## src/hdl/bwf_pkg.sv

```systemverilog
// Shared constants, types and helper functions for the blocked word filter.
`timescale 1ns / 1ps
package bwf_pkg;

  localparam int MAX_TOKEN_LEN = 32;
  localparam int MAX_WORD_LEN  = 10;
  localparam int NUM_BLOCKED   = 4;
  localparam int NUM_ALLOWED   = 4;

  localparam int NUM_WORDS  = 8;
  localparam int ALLOW_BASE = NUM_WORDS / 2;
  localparam int CODE_W     = 6;
  localparam int WORD_W     = CODE_W * MAX_WORD_LEN;
  localparam int BYTE_W     = 8;
  localparam int CFG_IDX_W  = $clog2(NUM_WORDS);
  localparam int LEN_W      = $clog2(MAX_TOKEN_LEN + 1);
  localparam int WL_W       = $clog2(MAX_WORD_LEN + 1);

  localparam logic [BYTE_W-1:0] CHAR_SPACE  = 8'h20;
  localparam logic [BYTE_W-1:0] CHAR_UP_A   = 8'h41;
  localparam logic [BYTE_W-1:0] CHAR_UP_Z   = 8'h5A;
  localparam logic [BYTE_W-1:0] CHAR_LO_A   = 8'h61;
  localparam logic [BYTE_W-1:0] CHAR_LO_Z   = 8'h7A;
  localparam logic [BYTE_W-1:0] CHAR_ZERO   = 8'h30;
  localparam logic [BYTE_W-1:0] CHAR_NINE   = 8'h39;
  localparam logic [BYTE_W-1:0] LETTER_BASE = 8'd1;
  localparam logic [BYTE_W-1:0] DIGIT_BASE  = 8'd27;

  typedef struct packed {
    logic load;
    logic step;
    logic emit;
  } bwf_cmd_t;

  typedef struct packed {
    logic last;
  } bwf_stat_t;

  // 1-26 for letters (either case), 27-36 for digits, 0 for anything else
  function automatic logic [CODE_W-1:0] char_code(input logic [BYTE_W-1:0] b_in);
    logic [CODE_W-1:0] code;
    code = '0;
    if (b_in inside {[CHAR_UP_A:CHAR_UP_Z]}) begin
      code = CODE_W'(b_in - CHAR_UP_A + LETTER_BASE);
    end else if (b_in inside {[CHAR_LO_A:CHAR_LO_Z]}) begin
      code = CODE_W'(b_in - CHAR_LO_A + LETTER_BASE);
    end else if (b_in inside {[CHAR_ZERO:CHAR_NINE]}) begin
      code = CODE_W'(b_in - CHAR_ZERO + DIGIT_BASE);
    end
    return code;
  endfunction

  function automatic logic [WL_W-1:0] word_len(input logic [WORD_W-1:0] w);
    logic [WL_W-1:0] n;
    n = WL_W'(MAX_WORD_LEN);
    for (int i = MAX_WORD_LEN - 1; i >= 0; i--) begin
      if (w[CODE_W*i +: CODE_W] == '0) n = WL_W'(i);
    end
    return n;
  endfunction

  // bit len-1 set; zero for an empty word
  function automatic logic [MAX_WORD_LEN-1:0] len_onehot(input logic [WL_W-1:0] len);
    logic [MAX_WORD_LEN-1:0] m;
    m = '0;
    for (int i = 0; i < MAX_WORD_LEN; i++) begin
      if (len == WL_W'(i + 1)) m[i] = 1'b1;
    end
    return m;
  endfunction

  // bits below len set
  function automatic logic [MAX_WORD_LEN-1:0] below_mask(input logic [WL_W-1:0] len);
    logic [MAX_WORD_LEN-1:0] m;
    m = '0;
    for (int i = 0; i < MAX_WORD_LEN; i++) begin
      if (WL_W'(i) < len) m[i] = 1'b1;
    end
    return m;
  endfunction

endpackage

```

## src/hdl/bwf_in_if.sv

```systemverilog
// Name byte input channel.
`timescale 1ns / 1ps
interface bwf_in_if;
  logic                      valid;
  logic                      ready;
  logic [bwf_pkg::BYTE_W-1:0] name_byte;
  logic                      last_byte;

  modport source (output valid, name_byte, last_byte, input ready);
  modport sink   (input valid, name_byte, last_byte, output ready);
endinterface

```

## src/hdl/bwf_out_if.sv

```systemverilog
// Verdict output channel.
`timescale 1ns / 1ps
interface bwf_out_if;
  logic valid;
  logic ready;
  logic contains_blocked;
  logic token_overflow;

  modport source (output valid, contains_blocked, token_overflow, input ready);
  modport sink   (input valid, contains_blocked, token_overflow, output ready);
endinterface

```

## src/hdl/bwf_cfg_if.sv

```systemverilog
// Word register write channel.
`timescale 1ns / 1ps
interface bwf_cfg_if;
  logic                         valid;
  logic                         ready;
  logic [bwf_pkg::CFG_IDX_W-1:0] index;
  logic [bwf_pkg::WORD_W-1:0]    data;

  modport source (output valid, index, data, input ready);
  modport sink   (input valid, index, data, output ready);
endinterface

```

## src/hdl/bwf_ctrl.sv

```systemverilog
// Byte sequencing and output handshake control.
`timescale 1ns / 1ps
module bwf_ctrl (
  input  logic               clk,
  input  logic               rst_n,
  input  logic               in_valid,
  output logic               in_ready,
  output logic               out_valid,
  input  logic               out_ready,
  input  bwf_pkg::bwf_stat_t stat,
  output bwf_pkg::bwf_cmd_t  cmd
);

  typedef enum logic [0:0] {S_IDLE, S_STEP} state_t;

  state_t state_r, state_nxt;
  logic   out_valid_r, out_valid_nxt;

  always_comb begin
    cmd           = '0;
    state_nxt     = state_r;
    in_ready      = 1'b0;
    out_valid_nxt = out_valid_r && !out_ready;
    case (state_r)
      S_IDLE: begin
        in_ready = 1'b1;
        if (in_valid) begin
          cmd.load  = 1'b1;
          state_nxt = S_STEP;
        end
      end
      S_STEP: begin
        // a final byte waits while the previous verdict is still held
        if (!(stat.last && out_valid_r && !out_ready)) begin
          cmd.step  = 1'b1;
          cmd.emit  = stat.last;
          state_nxt = S_IDLE;
          if (stat.last) out_valid_nxt = 1'b1;
        end
      end
      default: state_nxt = S_IDLE;
    endcase
  end

  always_ff @(posedge clk) begin
    if (!rst_n) begin
      state_r     <= S_IDLE;
      out_valid_r <= 1'b0;
    end else begin
      state_r     <= state_nxt;
      out_valid_r <= out_valid_nxt;
    end
  end

  assign out_valid = out_valid_r;

endmodule

```

## src/hdl/bwf_datapath.sv

```systemverilog
// Word registers, character decode, streaming word matchers and verdict registers.
`timescale 1ns / 1ps
module bwf_datapath (
  input  logic                          clk,
  input  logic                          rst_n,
  input  bwf_pkg::bwf_cmd_t             cmd,
  output bwf_pkg::bwf_stat_t            stat,
  input  logic                          cfg_we,
  input  logic [bwf_pkg::CFG_IDX_W-1:0] cfg_index,
  input  logic [bwf_pkg::WORD_W-1:0]    cfg_data,
  input  logic [bwf_pkg::BYTE_W-1:0]    name_byte,
  input  logic                          last_byte,
  output logic                          contains_blocked,
  output logic                          token_overflow
);

  localparam int MWL = bwf_pkg::MAX_WORD_LEN;

  logic [bwf_pkg::WORD_W-1:0] word_r [bwf_pkg::NUM_WORDS];
  logic [bwf_pkg::WL_W-1:0]   wlen   [bwf_pkg::NUM_WORDS];
  logic [MWL-1:0]             eqv    [bwf_pkg::NUM_WORDS];
  logic [MWL-1:0]             part_r [bwf_pkg::NUM_WORDS];
  logic [MWL-1:0]             part_nxt [bwf_pkg::NUM_WORDS];

  logic [bwf_pkg::BYTE_W-1:0] byte_r;
  logic                       last_r;
  logic [bwf_pkg::LEN_W-1:0]  len_r;
  logic [MWL-1:0]             pend_r, pend_upd, blk_add, alw_clr;
  logic [MWL:0]               pend_sh;
  logic                       verdict_r, verdict_nxt, ovf_r, ovf_nxt;
  logic                       contains_r, overflow_r;

  logic [bwf_pkg::CODE_W-1:0] ch;
  logic is_char, is_space, room, take, spill, tok_end, tok_fail;

  assign ch       = bwf_pkg::char_code(byte_r);
  assign is_char  = ch != '0;
  assign is_space = byte_r == bwf_pkg::CHAR_SPACE;
  assign room     = len_r != bwf_pkg::LEN_W'(bwf_pkg::MAX_TOKEN_LEN);
  assign take     = cmd.step && is_char && room;
  assign tok_end  = cmd.step && (is_space || last_r);

  // shift-and matchers: part bit i set when the word's first i+1 codes end here
  always_comb begin
    logic [MWL:0] sh;
    logic         hit;
    blk_add = '0;
    alw_clr = '0;
    for (int k = 0; k < bwf_pkg::NUM_WORDS; k++) begin
      wlen[k] = bwf_pkg::word_len(word_r[k]);
      for (int i = 0; i < MWL; i++) begin
        eqv[k][i] = (word_r[k][bwf_pkg::CODE_W*i +: bwf_pkg::CODE_W] == ch) &&
                    (bwf_pkg::WL_W'(i) < wlen[k]);
      end
      sh          = {part_r[k], 1'b1};
      part_nxt[k] = sh[MWL-1:0] & eqv[k];
      hit         = |(part_nxt[k] & bwf_pkg::len_onehot(wlen[k]));
      if (k < bwf_pkg::NUM_BLOCKED && hit) begin
        blk_add = blk_add | bwf_pkg::len_onehot(wlen[k]);
      end
      if (k >= bwf_pkg::ALLOW_BASE && k < bwf_pkg::ALLOW_BASE + bwf_pkg::NUM_ALLOWED && hit) begin
        alw_clr = alw_clr | bwf_pkg::below_mask(wlen[k]);
      end
    end
  end

  // pending blocked starts, bit d = start d positions back; an allowed hit
  // clears every pending start at or after its own start
  assign pend_sh  = {pend_r, 1'b0};
  assign spill    = take && pend_sh[MWL];
  assign pend_upd = take ? ((pend_sh[MWL-1:0] | blk_add) & ~alw_clr) : pend_r;
  assign tok_fail = tok_end && (|pend_upd);

  assign verdict_nxt = verdict_r || spill || tok_fail;
  assign ovf_nxt     = ovf_r || (cmd.step && is_char && !room);

  always_ff @(posedge clk) begin
    if (cmd.load) begin
      byte_r <= name_byte;
      last_r <= last_byte;
    end
    if (cmd.emit) begin
      contains_r <= verdict_nxt;
      overflow_r <= ovf_nxt;
    end
  end

  always_ff @(posedge clk) begin
    if (!rst_n) begin
      for (int k = 0; k < bwf_pkg::NUM_WORDS; k++) begin
        word_r[k] <= '0;
        part_r[k] <= '0;
      end
      len_r     <= '0;
      pend_r    <= '0;
      verdict_r <= 1'b0;
      ovf_r     <= 1'b0;
    end else begin
      if (cfg_we) word_r[cfg_index] <= cfg_data;
      if (tok_end) begin
        len_r  <= '0;
        pend_r <= '0;
        for (int k = 0; k < bwf_pkg::NUM_WORDS; k++) part_r[k] <= '0;
      end else if (take) begin
        len_r  <= len_r + bwf_pkg::LEN_W'(1);
        pend_r <= pend_upd;
        for (int k = 0; k < bwf_pkg::NUM_WORDS; k++) part_r[k] <= part_nxt[k];
      end
      if (cmd.emit) begin
        verdict_r <= 1'b0;
        ovf_r     <= 1'b0;
      end else if (cmd.step) begin
        verdict_r <= verdict_nxt;
        ovf_r     <= ovf_nxt;
      end
    end
  end

  assign stat.last        = last_r;
  assign contains_blocked = contains_r;
  assign token_overflow   = overflow_r;

endmodule

```

## src/hdl/blocked_word_filter_with_allow_list.sv

```systemverilog
// Top level of the blocked word filter with allow list.
`timescale 1ns / 1ps
// Name bytes enter one per transfer; each byte is first registered and then passed through
// the single match stage that runs all eight word matchers on the new character, and the
// input takes no new byte until that step is done. A final byte also waits while the
// previous verdict is still held in the output register. One verdict per name is given
// after its final byte; register writes are always accepted and take effect at once.
module blocked_word_filter_with_allow_list (
  input  logic       clk,
  input  logic       rst_n,
  bwf_in_if.sink     in_chan,
  bwf_out_if.source  out_chan,
  bwf_cfg_if.sink    cfg_chan
);

  bwf_pkg::bwf_cmd_t  cmd;
  bwf_pkg::bwf_stat_t stat;

  assign cfg_chan.ready = 1'b1;

  bwf_ctrl u_ctrl (
    .clk       (clk),
    .rst_n     (rst_n),
    .in_valid  (in_chan.valid),
    .in_ready  (in_chan.ready),
    .out_valid (out_chan.valid),
    .out_ready (out_chan.ready),
    .stat      (stat),
    .cmd       (cmd)
  );

  bwf_datapath u_dp (
    .clk              (clk),
    .rst_n            (rst_n),
    .cmd              (cmd),
    .stat             (stat),
    .cfg_we           (cfg_chan.valid),
    .cfg_index        (cfg_chan.index),
    .cfg_data         (cfg_chan.data),
    .name_byte        (in_chan.name_byte),
    .last_byte        (in_chan.last_byte),
    .contains_blocked (out_chan.contains_blocked),
    .token_overflow   (out_chan.token_overflow)
  );

endmodule

```

## src/flat_wrapper.sv

```systemverilog
// flat-port wrapper written by rule: the top's interface ports become plain ports
module blocked_word_filter_with_allow_list_flat 
  (clk, rst_n, in_chan_valid, in_chan_name_byte, in_chan_last_byte, in_chan_ready, out_chan_valid, out_chan_contains_blocked, out_chan_token_overflow, out_chan_ready, cfg_chan_valid, cfg_chan_index, cfg_chan_data, cfg_chan_ready);
  bwf_in_if in_chan_i ();
  bwf_out_if out_chan_i ();
  bwf_cfg_if cfg_chan_i ();
  input  logic clk;
  input  logic rst_n;
  input wire logic [$bits(in_chan_i.valid)-1:0] in_chan_valid;
  input wire logic [$bits(in_chan_i.name_byte)-1:0] in_chan_name_byte;
  input wire logic [$bits(in_chan_i.last_byte)-1:0] in_chan_last_byte;
  output wire logic [$bits(in_chan_i.ready)-1:0] in_chan_ready;
  output wire logic [$bits(out_chan_i.valid)-1:0] out_chan_valid;
  output wire logic [$bits(out_chan_i.contains_blocked)-1:0] out_chan_contains_blocked;
  output wire logic [$bits(out_chan_i.token_overflow)-1:0] out_chan_token_overflow;
  input wire logic [$bits(out_chan_i.ready)-1:0] out_chan_ready;
  input wire logic [$bits(cfg_chan_i.valid)-1:0] cfg_chan_valid;
  input wire logic [$bits(cfg_chan_i.index)-1:0] cfg_chan_index;
  input wire logic [$bits(cfg_chan_i.data)-1:0] cfg_chan_data;
  output wire logic [$bits(cfg_chan_i.ready)-1:0] cfg_chan_ready;
  assign in_chan_i.valid = in_chan_valid;
  assign in_chan_i.name_byte = in_chan_name_byte;
  assign in_chan_i.last_byte = in_chan_last_byte;
  assign in_chan_ready = in_chan_i.ready;
  assign out_chan_valid = out_chan_i.valid;
  assign out_chan_contains_blocked = out_chan_i.contains_blocked;
  assign out_chan_token_overflow = out_chan_i.token_overflow;
  assign out_chan_i.ready = out_chan_ready;
  assign cfg_chan_i.valid = cfg_chan_valid;
  assign cfg_chan_i.index = cfg_chan_index;
  assign cfg_chan_i.data = cfg_chan_data;
  assign cfg_chan_ready = cfg_chan_i.ready;
  blocked_word_filter_with_allow_list u_core (.clk(clk), .rst_n(rst_n), .in_chan(in_chan_i), .out_chan(out_chan_i), .cfg_chan(cfg_chan_i));
endmodule
```

## config.mk

```make
export PLATFORM = sky130hd
export DESIGN_NAME = blocked_word_filter_with_allow_list_flat
export DESIGN_NICKNAME = d
export VERILOG_FILES = /design/src/hdl/bwf_pkg.sv /design/src/hdl/bwf_in_if.sv /design/src/hdl/bwf_out_if.sv /design/src/hdl/bwf_cfg_if.sv /design/src/hdl/bwf_ctrl.sv /design/src/hdl/bwf_datapath.sv /design/src/hdl/blocked_word_filter_with_allow_list.sv /design/src/flat_wrapper.sv
export SDC_FILE = /design/constraint.sdc
export NUM_CORES = 1
export LEC_CHECK = 0
export BUFFER_PORTS_ARGS = -buffer_cell sky130_fd_sc_hd__clkbuf_2
export CAP_MARGIN = 30
export CORE_ASPECT_RATIO = 1.25
export CORE_MARGIN = 1
export CORE_UTILIZATION = 51
export CTS_BUF_LIST = sky130_fd_sc_hd__clkbuf_8 sky130_fd_sc_hd__clkbuf_16
export DETAILED_ROUTE_END_ITERATION = 12
export GPL_TIMING_DRIVEN = 0
export PLACE_DENSITY = 0.69
export SETUP_SLACK_MARGIN = 0.4
export SLEW_MARGIN = 15
export SYNTH_ARGS = -nofsm -noshare
export SYNTH_HDL_FRONTEND = slang
export SYNTH_HIERARCHICAL = 1
export SYNTH_SLANG_ARGS = --single-unit
```

## constraint.sdc

```tcl
create_clock -name clk -period 5.7 [get_ports clk]
set_input_delay 0.57 -clock clk [delete_from_list [all_inputs] [get_ports clk]]
set_output_delay 0.57 -clock clk [all_outputs]
set_load 0.01 [all_outputs]
```

[Word level (Yosys, flattened, before mapping)]
Memories as Yosys holds them, arrays and structs flattened.
Index checks and enable logic that the tools add are counted.
Widths: inputs -> output; s select.
Storage, ports and cells
  register bits after elaboration: 31
  RAM bits: 560
  bits of input ports: 77
  output and inout bits: 5
  word-level logic and storage cells: 813
  memories: 2
Memories
  u_core.u_dp.word_r: words 8, width 60, rd ports 8, clocked after Yosys merged registers in 0, write ports 8, RTL line bwf_datapath.sv:19  | logic [bwf_pkg::WORD_W-1:0] word_r [bwf_pkg::NUM_WORDS];
  u_core.u_dp.part_r: words 8, width 10, rd ports 8, clocked after Yosys merged registers in 0, write ports 8, RTL line bwf_datapath.sv:22  | logic [MWL-1:0] part_r [bwf_pkg::NUM_WORDS];
Operators by class
  add/subtract/negate cells: 7
  magnitude comparators: 86
  equality and inequality tests: 162
  muxes and demuxes: 312
  bitwise logic cells: 43
  reduce and logical (&&, ||, !) cells: 191
Operators with widths (count)
  $eq 6x6->1: 80
  $logic_not 6->1: 80
  $mux 4: 71
  $mux 10: 25
  $mux 1: 199
  $and 10x10->10: 17
  $eq 4x3->1 const B: 32
  $lt 3x4->1 const A: 32
  $eq 4x4->1 const B: 24
  $logic_and 1x1->1: 92
  $reduce_or 10->1: 9
  $or 10x10->10: 7
  $eq 4x2->1 const B: 16
  $lt 1x4->1 const A: 16
  $lt 2x4->1 const A: 16
  $lt 4x4->1 const A: 16
  $mux 60: 1
  $reduce_or 60->1: 1
  $eq 4x1->1 const B: 8
  $mux 2: 11
  $add 6x1->6 const B: 3
  $mux 6: 3
  $ge 8x7->1 const B: 2
  $le 8x7->1 const B: 2
  other kinds (16): 38

[Depth between registers and ports, before layout]
Gate-level depths: netlist of run 1.
An unclocked memory read counts as a cell.
  word-level depth: 30
  mapped depth: 23
  depth with buffers taken out: 15

[Cells and area by module]
Netlist of run 1, hierarchy kept.
By module, submodules not included
  bwf_datapath: instances 1, cells an instance 3113, area an instance 33389.5 sq um, sequential area each 17176.5 sq um
  bwf_ctrl: instances 1, cells an instance 12, area an instance 100.1 sq um, sequential area each 40.0 sq um
  blocked_word_filter_with_allow_list: instances 1, cells an instance 2, area an instance 11.3 sq um, sequential area each 0.0 sq um

[Worst setup path after synthesis of run 1]
Ideal clock, no wire load.
  kind: input port to flip-flop
  start: input port cfg_chan_index[2]
  end: memory u_core/u_dp/word_r[0][0] (netlist bit) (enable)
  setup time: 0.561 ns
  arrival: 5.312 ns
  data required time: 5.139 ns
  slack: -0.173 ns
  stages on the path: 2
  buffers on the path: 0
  cell sequence: or3b_2 o21ai_0
RTL lines
  start, declared: RTL line flat_wrapper.sv:18  | input wire logic [$bits(cfg_chan_i.index)-1:0] cfg_chan_index;
  end, declared: RTL line bwf_datapath.sv:19

[Worst setup path after layout of run 1]
  start: register u_core/u_dp/byte_r[0] (netlist bit)
  end: register u_core.u_dp.contains_r (netlist: u_core/u_dp/contains_blocked) (data pin)
Between the ends
  cells in the longest elaborated chain, start to end: 23
  elaborated cells between the ends (all ways): 231
RTL lines
  start, declared: RTL line bwf_datapath.sv:25  | logic [bwf_pkg::BYTE_W-1:0] byte_r;
  start signal, assigned: RTL line bwf_datapath.sv:79  | byte_r <= name_byte;
  $sub 6x6->6, or another cell as far along: RTL line bwf_pkg.sv:48  | code = CODE_W'(b_in - CHAR_ZERO + DIGIT_BASE);
  $add 6x5->6 or $logic_and 1x1->1 (tied branches): RTL line bwf_pkg.sv:48, bwf_pkg.sv:47
  $mux 6: RTL line bwf_pkg.sv:47  | end else if (b_in inside {[CHAR_ZERO:CHAR_NINE]}) begin
  $mux 6: RTL line bwf_pkg.sv:45  | end else if (b_in inside {[CHAR_LO_A:CHAR_LO_Z]}) begin
  $mux 6: RTL line bwf_pkg.sv:43  | if (b_in inside {[CHAR_UP_A:CHAR_UP_Z]}) begin
  $eq 6x6->1: RTL line bwf_datapath.sv:52  | eqv[k][i] = (word_r[k][bwf_pkg::CODE_W*i +: bwf_pkg::CODE_W] == ch) &&
  $logic_and 1x1->1: RTL line bwf_datapath.sv:52
  $and 10x10->10: RTL line bwf_datapath.sv:56  | part_nxt[k] = sh[MWL-1:0] & eqv[k];
  [8 not listed]
  $mux 10 (on tied branches): RTL line bwf_datapath.sv:58, bwf_datapath.sv:61
  $or 10x10->10 or $not 10->10 (tied branches): RTL line bwf_datapath.sv:71  | assign pend_upd = take ? ((pend_sh[MWL-1:0] | blk_add) & ~alw_clr) : pend_r;
  $and 10x10->10: RTL line bwf_datapath.sv:71
  $mux 10: RTL line bwf_datapath.sv:71
  $reduce_or 10->1: RTL line bwf_datapath.sv:72  | assign tok_fail = tok_end && (|pend_upd);
  $logic_and 1x1->1: RTL line bwf_datapath.sv:72
  $logic_or 1x1->1 (*): RTL line bwf_datapath.sv:74  | assign verdict_nxt = verdict_r || spill || tok_fail;
  via u_core.u_dp.verdict_nxt: RTL line bwf_datapath.sv:30  | logic verdict_r, verdict_nxt, ovf_r, ovf_nxt;
  end signal, assigned: RTL line bwf_datapath.sv:83  | contains_r <= verdict_nxt;
  end, declared: RTL line bwf_datapath.sv:31  | logic contains_r, overflow_r;
Mark *: on every way through the listed nets, which the timed path passes. The rest lies on a longest branch.
A chain may end at the register's enable or synchronous reset.

==> impl_metrics.py, run 1 <==
metrics = {
    "timing": {
        "finalSetupViolCount": 0,
        "fin_crit_sh_pct": 95.3,
        "period_needed_ns": 5.43,
        "hold_ws_ns": 0.104,
        "fin_worst_skew_ns": 0.0267,
        "setup_slack_ns": 0.267,
        "slew_headroom_pct": 24.3,
        "worstMarginPinSlew_ns": 1.14,
        "slew_violations": 0,
        "hold_violations": 0,
        "rsz0062_at_grt": "true",
        "max_freq_ghz": 0.184,
    },
    "finish": {
        "syn_to_final_growth_pct": 19.1,
        "fin_area_mm2": 0.0399,
        "drive_above_1_share_pct": 16.6,
        "multi_input_area_mm2": 0.0163,
        "nets": 3491,
        "regArea_mm2": 0.0172,
        "fillCellCount": 5164,
    },
    "yosys": {
        "synth-seq-area-share_pct": 51.4,
        "yosysMostFrequentCell": "edfxtp_1",
        "yosys_register_bits": 583,
        "synth_top_area_cell": "edfxtp_1",
        "synth_edf_count": 554,
        "synth_ff_type": "edfxtp_1",
        "ys_async_sr_fraction_pct": 0,
        "synth_cell_types": 112,
        "synth_top_cell_area_share_pct": 49.7,
        "yosys-top-cells-area": "edfxtp_1 (50%), and2_1 (9.5%), xnor2_1 (7.5%), xor2_1 (3.3%), nor2_1 (2.7%)",
        "syn-mean-instance-area_um2": 10.7,
        "ys_warn_count": 6,
        "syn_nets": 3210,
        "syn_inst": 3127,
        "synth_common_cells": "edfxtp_1 (554), and2_1 (510), xnor2_1 (287)",
        "syn_area_mm2": 0.0335,
    },
    "grt": {
        "antenna_found_initial": 23,
        "grt_pass1_vias": 28500,
        "grt_max_degree": 56,
        "grtUsageTotal_pct": 48.8,
        "grt_overflow": 0,
        "grt_pass1_wl_um": 221000,
    },
    "worst_setup_path": {
        "worstSetupPathType": "flip-flop to flip-flop",
        "critPathLaunchType": "flip-flop",
        "crit_fanout": 10,
        "cp.arrival_ns": 5.79,
        "cp_data_required_time_ns": 6.06,
        "setup.reg_to_reg.worst_slack_ns": 0.27,
        "end_kind": "flip-flop",
    },
    "clock_network": {
        "cts-root-buf": "clkbuf_16",
        "h-tree-depth": 2,
        "cts.path.max_buffers": 3,
        "cts_buffers": 60,
        "clock-sinks": 583,
        "cts_hold_buffers": 0,
        "insertion_delay_ns": 0.65,
        "clk_pin_slew_ns": 0.07,
        "cts_tree": "built",
    },
    "routing": {
        "viasPerCell": 6.94,
        "drtAntennaViolNets": 0,
        "dr.pass1.iters": 6,
        "wl_per_cell_um": 37.7,
        "drc": 0,
        "drt-initial-drc-count": 4343,
        "drt-total-wl_um": 163000,
        "vias": 30000,
    },
    "power": {
        "power_density_mw_per_mm2": 289,
        "peakVddDrop_mv": 0.326,
        "leakage_nw": 14.0,
        "p_total_w": 0.0115,
    },
    "min_path": {
        "min_path_type": "input pin to flip-flop",
    },
    "placed_design": {
        "dpl-instance-area_mm2": 0.0358,
        "port_buffers": 80,
        "dp_slack_ns": -3.15,
        "place_hpwl_um": 119000,
        "gp_congestion": 1.11,
    },
    "run_status": {
        "outcome": "finished, final reports clean",
    },
    "flow_run": {
        "maxCapViolations": 0,
    },
    "floorplanning": {
        "die_area_mm2": 0.0667,
        "die_x_um": 231,
        "start_util_pct": 51.8,
        "die_h_um": 289,
        "pin_count": 82,
        "rows": 104,
        "coreArea_mm2": 0.0647,
    },
}
-- cell usage in the layout, fill, tap and decap left out, drive strengths merged, types with 10 or more instances in the layout --
master     n
nor3b     10
or3       18
a21oi     69
clkbuf   233
nor4b     11
xor2     125
a2111oi   11
nor3     103
o2111ai   21
nand2b    20
diode     14
and3      52
nor4      91
or2       13
edfxtp   554
nand2    164
o211ai    28
a31oi     24
o31ai     12
a21o      10
or4       44
clkinv    20
o21ai     83
nand4     52
a221oi    16
nor2     239
a22oi     19
inv       44
nor2b     11
dfxtp     29
nand3    118
buf      207
and2     510
o22ai     25
a211oi    24
xnor2    287
-- worst max-delay path, stage by stage (launching register included) --
cell and delay [ns]:
edfxtp_1 0.41, clkbuf_8 0.16, clkinvlp_4 0.13, clkbuf_16 0.19
clkbuf_16 0.13, buf_12 0.10, ha_4 0.20, nor4b_4 0.27
a21oi_2 0.15, a21boi_4 0.19, buf_12 0.15, o31ai_4 0.22
buf_12 0.14, buf_4 0.12, buf_12 0.11, buf_6 0.28
buf_6 0.30, xnor2_1 0.17, nor3_1 0.10, nand4_1 0.12
o311ai_0 0.19, a211oi_1 0.54, a211oi_1 0.11, a32oi_1 0.28
and2_1 0.24, a31oi_4 0.13
-- worst paths after layout --
kind,start,end,cells past startpoint
worst min-delay path,in_chan_name_byte[2],u_core/u_dp/byte_r[2],1
worst max register to register,u_core/u_dp/byte_r[0],u_core/u_dp/contains_blocked,25
worst max-delay path,u_core/u_dp/byte_r[0],u_core/u_dp/contains_blocked,25
worst min register to register,u_core/u_dp/part_r[0][4],u_core/u_dp/part_r[0][4],2
-- sequential cells by signal, indices dropped and copies added (netlist names) --
| signal | count |
|---|---|
| u_core/u_dp/part_r | 72 |
| u_core/u_ctrl/out_valid | 1 |
| u_core/u_dp/pend_r | 10 |
| u_core/u_dp/verdict_r | 1 |
| u_core/u_dp/byte_r | 8 |
| u_core/u_ctrl/state_r | 1 |
| u_core/u_dp/word_r | 480 |
| u_core/u_dp/token_overflow | 1 |
| u_core/u_dp/len_r | 6 |
| u_core/u_dp/stat | 1 |
| u_core/u_dp/contains_blocked | 1 |
| u_core/u_dp/ovf_r | 1 |
-- area by class of cell --
type / count / share of cell area [%]
Sequential cell: 583 / 43.1
Multi-Input combinational cell: 2358 / 40.8
Timing Repair Buffer: 219 / 4.69
Clock buffer: 66 / 4.00
Buffer: 156 / 3.25
Tap cell: 848 / 2.66
Clock inverter: 46 / 1.13
Inverter: 30 / 0.292
Antenna cell: 14 / 0.0878
-- per-stage QoR --
step	setup TNS (ns)	util, %	std cells
final	0	61.7	4320
after CTS	0	61.1	4281
after global routing	0	61.7	4307
after global placement	-698.64	54.1	4055
after floorplan	-20.77	-	3127
after detailed placement	-303.26	55.3	4104
-- cells by family (layout without fill, tap and decap cells) --
group           Yosys count  count (layout)  share of synthesized area [%]
compound gates          442             442                           9.67
flops                   583             583                           51.4
simple gates           1486            1486                           24.9
buf+inv                 186             517                           2.66
other cells               1              15                         0.0112
fa+ha+maj                 6               6                          0.224
mux                      11              11                          0.344
xor+xnor                412             412                           10.8
-- routing by layer --
metal,GRT usage [%],wire [um],share of wire [%]
met5,0,48,0.029
met3,14.7,18800,12
met2,76.4,73300,45
met4,47.4,19200,12
met1,52.4,51400,32
-- power by group --
| group | switching (W) | internal, W |
|---|---|---|
| Combinational | 0.00144 | 0.000748 |
| Sequential | 0.000251 | 0.00497 |
| Clock | 0.00177 | 0.00237 |
-- timing repair --
action | CTS | global route
hold endpoints to repair | 0 | 0
gates resized for setup | 252 | 38
pin swaps | 34 | 16
setup endpoints to repair | 155 | 23
cloned | 1 | 0
buffers inserted | 64 | 16
Power figures use the tool's default switching activity.
==> run 2: changes to the inputs <==
Settings changed: CORE_UTILIZATION 51 to 55, PLACE_DENSITY 0.69 to 0.73.
==> run 2 against run 1 <==
- global-route usage grew 4.1 points
- clock skew down 0.0099 ns
- register-to-register slack got worse by 0.14 ns
- non-clock buffer count up 16
- flip-flop and latch count unchanged
- maximum frequency fell by 2.6%
- combinational power grew 3%
- wire length increased by 1.3%
- critical path depth fell by 2
- highest routed layer unchanged
==> impl_metrics.py, run 2 (same netlist as run 1, synthesis figures left out) <==
metrics = {
    "run_status": {
        "outcome": "finished, final reports clean",
    },
    "timing": {
        "slew_headroom_pct": 23.9,
        "finalSetupViolCount": 0,
        "fin_crit_sh_pct": 97.8,
        "worstMarginPinSlew_ns": 1.13,
        "rsz0062_at_grt": "true",
        "hold_violations": 0,
        "max_freq_ghz": 0.179,
        "slew_violations": 0,
        "hold_ws_ns": 0.0953,
        "fin_worst_skew_ns": 0.0168,
        "period_needed_ns": 5.58,
    },
    "finish": {
        "largest_register_ffs": 480,
        "drive_above_1_share_pct": 17.3,
        "mostFrequentLayoutCell": "edfxtp_1",
        "final_cell_mix": "edfxtp_1 (554), and2_1 (509), xnor2_1 (282)",
        "syn_to_final_growth_pct": 19.5,
        "final_cells": 4258,
        "top_register": "u_core/u_dp/word_r",
        "nets": 3506,
        "top_regs": "u_core/u_dp/word_r: 480 flops, u_core/u_dp/part_r: 72 flops, u_core/u_dp/pend_r: 10 flops",
        "fillCellCount": 4417,
    },
    "floorplanning": {
        "die_h_um": 278,
        "die_area_mm2": 0.0619,
        "die_x_um": 223,
        "rows": 100,
        "pin_count": 82,
        "coreArea_mm2": 0.0599,
        "start_util_pct": 55.9,
    },
    "worst_setup_path": {
        "rr_endpoint": "u_core/u_dp/contains_blocked",
        "worstSetupPathType": "flip-flop to flip-flop",
        "worst_path_max_delay_cell": "nor4_4",
        "end_kind": "flip-flop",
        "cp.arrival_ns": 6.04,
        "crit_fanout": 8,
        "critPathBufInv": 9,
        "cpMostUsedCell": "buf_12",
        "cp_data_required_time_ns": 6.16,
        "rr_worst_depth": 23,
        "critPathMaxStageDelay_ns": 0.69,
        "cpLargestDelayFamily": "buffers and inverters",
        "timing.rr.start": "u_core/u_dp/byte_r[0]",
        "critPathLaunchType": "flip-flop",
        "crit_chain": "buf_8 -> clkinvlp_4 -> clkbuf_16 -> buf_12 -> buf_12 -> ha_4 -> nor4b_4 -> a21oi_2 -> a21boi_4 -> o31ai_4 -> buf_12 -> nand2_8 -> buf_16 -> buf_4 -> xnor2_4 -> nor4_1 -> nor4_4 -> nand4_1 -> buf_6 -> a221oi_2 -> o211a_1 -> nor4b_4 -> a31oi_4",
        "setup.reg_to_reg.worst_slack_ns": 0.12,
    },
    "routing": {
        "vias": 30800,
        "drtAntennaViolNets": 0,
        "dr.pass1.iters": 7,
        "viasPerCell": 7.22,
        "drt-initial-drc-count": 4662,
        "drc": 0,
        "drt-total-wl_um": 165000,
        "wl_per_cell_um": 38.7,
    },
    "power": {
        "power_frac_seq_pct": 45.9,
        "p_switching_w": 0.00348,
        "leakage_nw": 14.0,
        "peakVddDrop_mv": 0.304,
        "p_int_w": 0.00790,
        "sw_frac_of_total_pct": 30.6,
        "p_total_w": 0.0114,
        "p_comb_share_pct": 19.8,
        "power_density_mw_per_mm2": 284,
        "power_frac_clock_pct": 34.4,
    },
    "clock_network": {
        "insertion_delay_ns": 0.66,
        "h-tree-depth": 2,
        "cts.path.max_buffers": 3,
        "cts_tree": "built",
        "clock-sinks": 583,
        "cts-root-buf": "clkbuf_16",
        "cts_buffers": 59,
        "clk_pin_slew_ns": 0.07,
    },
    "grt": {
        "grt_pass1_vias": 29400,
        "antenna_found_initial": 26,
        "grtUsageTotal_pct": 53.0,
        "grt_max_degree": 61,
        "grt_overflow": 0,
        "grt_pass1_wl_um": 223000,
    },
    "placed_design": {
        "placed_cells": 4020,
        "place_hpwl_um": 119000,
        "gp_congestion": 1.11,
        "port_buffers": 80,
    },
    "flow_run": {
        "maxCapViolations": 0,
    },
    "min_path": {
        "hp-start": "in_chan_name_byte[2]",
        "min_path_type": "input pin to flip-flop",
        "whs_path_depth": 1,
        "hold_path_end": "u_core/u_dp/byte_r[2]",
    },
}
-- run 2: area by class of cell --
| cell class | count | area, um2 | area share (%) |
|---|---|---|---|
| sequential | 583 | 17200 | 43.0 |
| multi-input combinational | 2358 | 16500 | 41.1 |
| timing repair buffer | 235 | 1980 | 4.94 |
| clock buffer | 59 | 1480 | 3.69 |
| buffer | 156 | 1330 | 3.32 |
| tap | 765 | 957 | 2.39 |
| clock inverter | 49 | 438 | 1.09 |
| inverter | 30 | 116 | 0.291 |
| antenna | 23 | 57.6 | 0.144 |
-- run 2: power by group through the flow --
| stage | Sequential (W) | Combinational [W] | Clock, W |
|---|---|---|---|
| global placement | 0.00530 | 0.00171 | 0 |
| floorplan | 0.00521 | 0.00102 | 0 |
| global route | 0.00523 | 0.00227 | 0.00405 |
| finish | 0.00522 | 0.00225 | 0.00391 |
| CTS | 0.00520 | 0.00204 | 0.00389 |
| detailed placement | 0.00529 | 0.00182 | 0 |
-- run 2: stage by stage --
stage	utilization (%)	TNS [ns]	area (um2)	setup slack, ns
floorplan	-	-20.77	33500	-0.173
global placement	58.2	-711.18	34900	-5.00
detailed placement	59.5	-321.68	35700	-3.03
CTS	65.7	0	39400	0.370
global route	66.8	0	40000	0.167
finish	66.8	0	40000	0.124
-- run 2: worst max path at each step --
stage                                   end  cells past startpoint  slack [ns]                   from
6_report       u_core/u_dp/contains_blocked                     23        0.12  u_core/u_dp/byte_r[0]
3_5_place_dp   u_core/u_dp/contains_blocked                     21       -3.03  u_core/u_dp/byte_r[0]
5_1_grt               u_core/u_dp/pend_r[1]                     25        0.17  u_core/u_dp/byte_r[0]
4_1_cts        u_core/u_dp/contains_blocked                     22        0.37  u_core/u_dp/byte_r[0]
2_1_floorplan      u_core/u_dp/word_r[0][0]                      2       -0.17      cfg_chan_index[2]
3_3_place_gp   u_core/u_dp/contains_blocked                     20       -5.00  u_core/u_dp/byte_r[0]
-- run 2: metal layers --
metal  vias to the layer above  track usage, %  routed length [um]
met3                      1074            18.9               22500
met5                         -               0                  26
met1                     14600            55.9               49600
met4                         4            56.1               22000
li1                      12100               -                   -
met2                      3020            79.5               70700
-- run 2: timing repair --
action,4_1_cts,5_1_grt
pin swaps,45,39
setup endpoints to repair,155,56
resized for setup,263,71
setup buffers,70,30
endpoints found under the hold margin,0,0
hold buffers,0,0
